**src/design/arp_icmp_responder_filter_macros.svh**
```systemverilog
// Assertion macros shared by the responder RTL.
// Needs a clk and an active-low rst_n in the module that uses them.
`ifndef ARP_ICMP_RESPONDER_FILTER_MACROS_SVH
`define ARP_ICMP_RESPONDER_FILTER_MACROS_SVH

// same-cycle implication
`define AICR_ASSERT_NOW(lbl, a, c) \
  lbl: assert property (@(posedge clk) disable iff (!rst_n) (a) |-> (c)) \
    else $error("assertion failed");

// next-cycle implication
`define AICR_ASSERT_NEXT(lbl, a, c) \
  lbl: assert property (@(posedge clk) disable iff (!rst_n) (a) |=> (c)) \
    else $error("assertion failed");

`endif

```
**src/design/aicr_pkg.sv**
```systemverilog
// Shared types and constants of the ARP/ICMP responder.
// No dependencies.
package aicr_pkg;

  localparam logic [1:0] ACT_DROP     = 2'd0;
  localparam logic [1:0] ACT_REPLY    = 2'd1;
  localparam logic [1:0] ACT_HOST     = 2'd2;
  localparam logic [1:0] ACT_OVERSIZE = 2'd3;

  localparam logic [47:0] MAC_RESET = 48'h0080E1010203;

  localparam int HDR_SLOTS = 15;
  localparam int HDR_FIXED = 12;
  // fixed header bytes fetched after frame end; three more follow at the L4 offset
  localparam logic [6:0] HDR_ADDR [HDR_FIXED] =
    '{7'd12, 7'd13, 7'd14, 7'd16, 7'd17, 7'd18, 7'd19, 7'd23, 7'd30, 7'd31, 7'd32, 7'd33};

  typedef logic [HDR_SLOTS-1:0][7:0] hdr_t;

  typedef enum logic [1:0] {MODE_NONE, MODE_ICMP, MODE_ARP} mode_t;

  typedef struct packed {
    logic [1:0]  action;
    mode_t       mode;
    logic [16:0] olen;
    logic [8:0]  n;
    logic [6:0]  p;
  } dec_t;

endpackage

```
**src/design/aicr_decide.sv**
```systemverilog
// Frame classification from the fetched header bytes.
// Depends on aicr_pkg.
module aicr_decide #(
  parameter int LEN_W = 12
) (
  input  aicr_pkg::hdr_t   hdr,
  input  logic [LEN_W-1:0] len,
  input  logic [31:0]      local_ip,
  input  logic [15:0]      control_port,
  output aicr_pkg::dec_t   dec
);

  logic [16:0] len17;
  logic [15:0] etype;
  logic [31:0] daddr;
  logic [3:0]  hw;
  logic [16:0] tot;
  logic [16:0] p17;

  always_comb begin
    len17 = 17'(len);
    etype = {hdr[0], hdr[1]};
    daddr = {hdr[8], hdr[9], hdr[10], hdr[11]};
    hw    = hdr[2][3:0];
    tot   = 17'({hdr[3], hdr[4]});
    dec.action = aicr_pkg::ACT_DROP;
    dec.mode   = aicr_pkg::MODE_NONE;
    dec.olen   = '0;
    dec.p      = 7'd14 + 7'({hw, 2'b00});
    dec.n      = 9'(hdr[5]) + 9'(hdr[6]);
    p17        = 17'(dec.p);
    if (len17 < 17'd14) begin
      dec.action = aicr_pkg::ACT_DROP;
    end else if (etype == 16'h0800) begin
      if (len17 < 17'd34) begin
        dec.action = aicr_pkg::ACT_DROP;
      end else if (daddr != local_ip && daddr != 32'd0) begin
        dec.action = aicr_pkg::ACT_DROP;
      end else if (hw < 4'd5) begin
        dec.action = aicr_pkg::ACT_DROP;
      end else if (hdr[7] == 8'd17) begin
        if (len17 >= p17 + 17'd4 && {hdr[13], hdr[14]} == control_port) begin
          dec.action = aicr_pkg::ACT_HOST;
          dec.olen   = len17;
        end
      end else if (hdr[7] == 8'd1 && daddr != 32'd0 && len17 >= p17 + 17'd4 &&
                   hdr[12] == 8'd8) begin
        if (tot >= 17'({hw, 2'b00}) + 17'd8 && tot + 17'd14 <= len17) begin
          dec.action = aicr_pkg::ACT_REPLY;
          dec.mode   = aicr_pkg::MODE_ICMP;
          dec.olen   = tot + 17'd14;
        end
      end
    end else if (etype == 16'h0806) begin
      if (len17 >= 17'd22 && {hdr[3], hdr[4]} == 16'h0800 &&
          17'({dec.n, 1'b0}) + 17'd22 <= len17) begin
        dec.action = aicr_pkg::ACT_REPLY;
        dec.mode   = aicr_pkg::MODE_ARP;
        dec.olen   = 17'({dec.n, 1'b0}) + 17'd22;
      end
    end
  end

endmodule
```
**config.mk**
```make
export PLATFORM = sky130hd
export DESIGN_NAME = aicr_decide
export DESIGN_NICKNAME = d
export VERILOG_FILES = /design/src/design/arp_icmp_responder_filter_macros.svh /design/src/design/aicr_pkg.sv /design/src/design/aicr_decide.sv
export SDC_FILE = /design/constraint.sdc
export NUM_CORES = 1
export LEC_CHECK = 0
export ABC_AREA = 1
export CORE_ASPECT_RATIO = 1.75
export CORE_MARGIN = 2
export CORE_UTILIZATION = 30
export DETAILED_ROUTE_END_ITERATION = 16
export DONT_BUFFER_PORTS = 1
export PLACE_DENSITY = 0.47
export SETUP_SLACK_MARGIN = 0.4
export SYNTH_ARGS = -nofsm -noshare
export SYNTH_HDL_FRONTEND = slang
export SYNTH_SLANG_ARGS = --single-unit
```
**constraint.sdc**
```tcl
create_clock -name vclk -period 8.3
set_input_delay 1.66 -clock vclk [all_inputs]
set_output_delay 1.66 -clock vclk [all_outputs]
set_load 0.03 [all_outputs]
```
==> metrics.md, run 1 <==
| Metric | Value |
|---|---|
| Die area | 12200 um^2 |
| Critical path's top delay family | simple AND/OR/NAND/NOR gates |
| Slowest CP cell | fa_1 |
| Pwr dens | 60.1 nW/um^2 |
| Total global routing overflow | 0 |
| MaxCap Viol Count | 0 |
| WP buf/inv | 2 |
| Post-synthesis simple-gate area fraction | 48.8% |
| Fmax | 0.144 GHz |
| Drt first pass iters | 4 |
| Layout cells sized above 1 | 4.51% |
| Vias | 3718 |
| Setup Buffers After CTS | 0 |
| Max FO, Critical Path | 10 |
| Hold_sp | hdr[16] |
| Seq cells | 0 |
| Met3 Use GR | 3.37% |
| Largest net degree at the start of global routing | 14 |
| Mapped Area | 3380 um^2 |
| Placement row count | 51 |
| WP data required | 6640 ps |
| Fin crit period | 6930 ps |
| Wirelength per Cell | 14.1 um |
| Area of the core | 11000 um^2 |
| Total negative setup slack | 0 ps |
| Starting DRT DRC Count | 88 |
| Min-Delay Path Class | input port to output pin |
| RSZ-0062 raised after global routing | no |
| Yosys warns | 0 |
| Setup crit end kind | output pin |
| Post-DP HPWL | 9850 um |
| Synth cell count leaders | nand2_1 (179), inv_1 (95), nor2_1 (87) |
| P&R area growth vs syn | 3.96% |
| Adder-cell share of the synthesized area | 17.6% |
| Setup crit start kind | input port |
| Sequential cell area | 0 um^2 |
| Crit path largest cell delay | 460 ps |
| Busiest grt layer | met2 |
| Drc violations | 0 |
| Hold WS | 3470 ps |
| GRT Total Usage | 16.5% |
| Seq/Total Area, Yosys | 0% |
| Peak supply drop | 0.0532 mV |
| Top post-synthesis cells by area | nand2_1 (20%), ha_1 (17%), inv_1 (11%) |
| GP Congestion | 0.824 |
| PnR Total Power | 211 uW |
| Status | complete, no violations |
| Hold path endpoint | dec[2] |
| Routed Antenna Nets | 0 |
| Compound-cell area share of the yosys netlist | 6.32% |
| Critical path's most frequent cell | nand2_1 |
| Placed insts | 753 |
| Synth area leader | nand2_1 |
| XOR/XNOR Fraction of Synth Area | 13.9% |
| Initial Util | 30.6% |
| Largest family of logic cells by synthesized area | simple AND/OR/NAND/NOR gates |
| Critical path launch point | hdr[40] |
| WL final | 10600 um |
| Final net count | 850 |
| Pleak | 0.00185 uW |
| Tcrit/Tclk final | 83.4% |
| IO Count | 217 |
| Met2 Usage GRT | 37.7% |
| Yosys cell types | 40 |
| Mapped Cells | 623 |
| Global-route wire length before repair | 16600 um |
| CLK BUF | 0 |
| Die H | 144 um |
| Non-Filler Instances | 753 |
| Yosys top cell area share | 19.9% |
| Die Wd | 84.3 um |
| Kind of critical path | input port to output pin |
| ANT cells | 0 |
| # setup viols final | 0 |
| Cts hold-fix bufs | 0 |
| Critical Path, Cell by Cell | ha_1 -> fa_1 -> nand3_1 -> nand2_1 -> nand2_1 -> nand2_1 -> inv_1 -> nand2_1 -> nor2_2 -> nand3_2 -> and2_1 -> ha_1 -> nand2_1 -> nor4_1 -> nand4_1 -> a21oi_2 -> buf_4 -> nand3_1 -> nand3_1 |
| I/O Buffers | 0 |
| Initial antenna violation count | 0 |
| Hold path depth | 1 |
| Mux share of post-synthesis cell area | 0% |
| Slew Viols, Final | 0 |
| Number of global-route vias before repair | 3778 |
| Met1 Usage GRT | 13.7% |
| DR vias/cell | 4.94 |
| Hold Vio Cnt, Final | 0 |
| Most frequent cell after synthesis | nand2_1 |
| Slew margin rel. | 45.6% |
| CP Data Arrival Time | 5270 ps |
| Avg Cell Area, Syn | 5.43 um^2 |
| Post-CTS Resized | 0 |
| Tightest Pin Transition | 810 ps |
area by class of cell:
type | count | area, um^2
fill | 1285 | 7520
inverter | 96 | 360
multi-input combinational | 521 | 2960
tap | 132 | 165
timing repair buffer | 4 | 30.0
per-layer routing:
metal  part of all wire (%)  wire length [um]
met2                     58              6180
met5                      0                 0
met4                    1.9               206
met3                    8.6               912
met1                     31              3290
stage by stage:
| stage | util (%) | worst slack, ps | area, um^2 |
|---|---|---|---|
| floorplan | - | 1350 | 3410 |
| global placement | 31.9 | 1350 | 3520 |
| detailed placement | 31.9 | 1330 | 3520 |
| CTS | 31.9 | 1300 | 3520 |
| global route | 31.9 | 958 | 3520 |
| finish | 31.9 | 1370 | 3520 |
how the worst max path moves through the flow:
stage | end | slack (ps) | depth (start not counted)
floorplan | dec[24] | 1350 | 12
global placement | dec[25] | 1350 | 19
detailed placement | dec[25] | 1330 | 19
CTS | dec[25] | 1300 | 19
global route | dec[25] | 960 | 17
finish | dec[25] | 1370 | 19
placed cells by master, fill, tap and decap left out, types with 2 or more instances in the layout:
| cell | Yosys | layout |
|---|---|---|
| nand3b_1 | 4 | 4 |
| inv_1 | 95 | 95 |
| nand2_2 | 3 | 3 |
| ha_1 | 46 | 46 |
| or2_2 | 5 | 5 |
| nand2b_1 | 2 | 2 |
| xor2_1 | 17 | 17 |
| nor2_4 | 3 | 3 |
| nand3_2 | 3 | 3 |
| o21bai_1 | 2 | 2 |
| nand3_1 | 48 | 48 |
| o21ai_0 | 5 | 5 |
| nor2_2 | 4 | 4 |
| conb_1 | 2 | 8 |
| nand2_1 | 179 | 179 |
| buf_4 | 7 | 4 |
| nor2_1 | 87 | 87 |
| nand4_1 | 22 | 22 |
| xnor2_1 | 33 | 33 |
| a21oi_1 | 22 | 22 |
| nor3_1 | 11 | 11 |
| xor2_2 | 2 | 2 |
| and2_1 | 2 | 2 |
| o21a_1 | 2 | 2 |
where the power goes:
group | leakage, uW | total [uW] | internal, uW | switching (uW)
Sequential | 0 | 0 | 0 | 0
Combinational | 0.00185 | 211 | 78.2 | 133
Clock | 0 | 0 | 0 | 0
logic make-up after synthesis:
kind of cell / count (synthesis)
AO/OA/AOI/OAI: 37
XOR/XNOR: 52
adder cells (fa/ha/maj): 47
buffers and inverters: 108
other: 2
AND/OR/NAND/NOR: 377
Power figures use the tool's default switching activity.
==> run 2: changes to the inputs <==
- PLACE_DENSITY: 0.47 -> 0.48
- clock period: 8.3 -> 6.1 ns (I/O delays scaled with it)
==> metrics.md, run 2 (synthesis gave the netlist of run 1 again) <==
| Metric | Value |
|---|---|
| IO Count | 217 (unchanged) |
| Pwr dens | 82.4 nW/um^2 (was 60.1 nW/um^2) |
| Post-DP HPWL | 9940 um (was 9850 um) |
| Seq pwr share | 0% (about the same) |
| Peak supply drop | 0.0580 mV (was 0.0532 mV) |
| Die area | 12200 um^2 (unchanged) |
| RSZ-0062 raised after global routing | no (unchanged) |
| Setup crit start kind | input port (unchanged) |
| Layout cells sized above 1 | 9.76% (was 4.51%) |
| DR vias/cell | 4.99 (was 4.94) |
| Critical path's top delay family | simple AND/OR/NAND/NOR gates (unchanged) |
| Kind of critical path | input port to output pin (unchanged) |
| Cts hold-fix bufs | 0 (unchanged) |
| Max FO, Critical Path | 6 (was 10) |
| Total global routing overflow | 0 (unchanged) |
| Pleak | 0.00198 uW (was 0.00185 uW) |
| Die H | 144 um (unchanged) |
| P&R area growth vs syn | 12.2% (was 3.96%) |
| # setup viols final | 0 (unchanged) |
| Critical Path, Cell by Cell | ha_2 -> fa_2 -> buf_4 -> nand4_1 -> nand3_1 -> nand2_1 -> nand2_1 -> inv_2 -> nand3_2 -> and2_4 -> ha_4 -> nand2_2 -> nor4_2 -> nand4_1 -> a21oi_4 -> buf_12 -> nand3_1 -> nand3_2 -> buf_12 (was ha_1 -> fa_1 -> nand3_1 -> nand2_1 -> nand2_1 -> nand2_1 -> inv_1 -> nand2_1 -> nor2_2 -> nand3_2 -> and2_1 -> ha_1 -> nand2_1 -> nor4_1 -> nand4_1 -> a21oi_2 -> buf_4 -> nand3_1 -> nand3_1) |
| Initial antenna violation count | 0 (unchanged) |
| Hold path depth | 1 (unchanged) |
| CP Data Arrival Time | 4240 ps (was 5270 ps) |
| Setup crit end kind | output pin (unchanged) |
| Area of the core | 11000 um^2 (unchanged) |
| Tcrit/Tclk final | 89.5% |
| Total negative setup slack | 0 ps (unchanged) |
| Crit path largest cell delay | 390 ps (was 460 ps) |
| Seq cells | 0 (unchanged) |
| Slew Viols, Final | 0 (unchanged) |
| Sequential cell area | 0 um^2 (unchanged) |
| Placement row count | 51 (unchanged) |
| Int Power | 121 uW (was 78.2 uW) |
| Final net count | 864 (was 850) |
| Slew margin rel. | 62.8% (was 45.6%) |
| ANT cells | 0 (unchanged) |
| WL final | 10900 um (was 10600 um) |
| Status | complete, no violations (unchanged) |
| CLK BUF | 0 (unchanged) |
| Slowest CP cell | fa_2 (was fa_1) |
| Placed insts | 763 (was 753) |
| WP buf/inv | 4 (was 2) |
| Drc violations | 0 (unchanged) |
| MaxCap Viol Count | 0 (unchanged) |
| Min-Delay Path Class | input port to output pin (unchanged) |
| Wirelength per Cell | 14.2 um (was 14.1 um) |
| Hold Vio Cnt, Final | 0 (unchanged) |
| Starting DRT DRC Count | 73 (was 88) |
| Initial Util | 30.6% (unchanged) |
| Hold WS | 2600 ps (was 3470 ps) |
| Logic pwr share | 100.0% (about the same) |
| Tightest Pin Transition | 557 ps (was 810 ps) |
| Hold path endpoint | dec[2] (unchanged) |
| Highest-count cells in the layout ignoring fill and taps | nand2_1 (174), inv_1 (93), nor2_1 (87) (was nand2_1 (179), inv_1 (95), nor2_1 (87)) |
| Vias | 3825 (was 3718) |
| Fin crit period | 5460 ps |
| Filler Cells Inserted | 1285 (unchanged) |
| Switching pwr | 191 uW (was 133 uW) |
| Area used by multi-input combinational logic | 3060 um^2 (was 2960 um^2) |
| Largest net degree at the start of global routing | 14 (unchanged) |
| Non-Filler Instances | 767 (was 753) |
| Net Sw Frac | 61.2% (was 63.0%) |
| WP data required | 4880 ps (was 6640 ps) |
| Number of global-route vias before repair | 3715 (was 3778) |
| GRT Total Usage | 16.6% (was 16.5%) |
| Die Wd | 84.3 um (unchanged) |
| Most common cell after layout, fill and taps aside | nand2_1 (unchanged) |
| Routed Antenna Nets | 0 (unchanged) |
| Drt first pass iters | 4 (unchanged) |
| Fmax | 0.183 GHz |
| Met2 Usage GRT | 36.9% (was 37.7%) |
| Busiest grt layer | met2 (unchanged) |
| Met1 Usage GRT | 14.1% (was 13.7%) |
| Global-route wire length before repair | 16700 um (was 16600 um) |
| Clock power share | 0% (about the same) |
| GP Congestion | 0.833 (was 0.824) |
| Met3 Use GR | 3.08% (was 3.37%) |
| I/O Buffers | 0 (unchanged) |
| Hold_sp | hdr[16] (unchanged) |
## run 2: repair_timing
action	in CTS	in global routing
setup endpoints to repair	11	12
buffers inserted	3	0
pin swaps	6	11
cloned	0	1
gates resized for setup	3	18
## run 2: worst max path at each step
| stage | start | end | cells past startpoint |
|---|---|---|---|
| after floorplan | hdr[40] | dec[24] | 17 |
| after global placement | hdr[40] | dec[24] | 17 |
| after detailed placement | hdr[40] | dec[24] | 17 |
| after CTS | hdr[40] | dec[25] | 18 |
| after global routing | hdr[42] | dec[25] | 18 |
| final | hdr[40] | dec[25] | 19 |
## run 2: power by group through the flow
stage               sequential [uW]  combinational, uW  clock [uW]
floorplan                         0                248           0
global placement                  0                292           0
detailed placement                0                299           0
CTS                               0                302           0
global route                      0                358           0
finish                            0                313           0
## run 2: routing by layer
layer	share of wire, %	wire [um]	vias up
met2	58	6350	155
li1	-	-	1982
met5	0	0	-
met1	31	3340	1673
met4	3.2	346	0
met3	8.0	868	15
## run 2: final cells by class
class	instances	share of cell area (%)
Tap cell	132	4.35
Multi-Input combinational cell	521	80.7
Inverter	96	9.50
Timing Repair Buffer	18	5.44
## run 2: stage by stage
stage	setup WS [ps]	power, uW	utilization (%)	cell area, um^2
5_1_grt	385	358	34.4	3790
2_1_floorplan	403	248	-	3420
6_report	640	313	34.4	3790
4_1_cts	414	302	33.5	3700
3_5_place_dp	148	299	33.1	3650
3_3_place_gp	196	292	33.1	3650
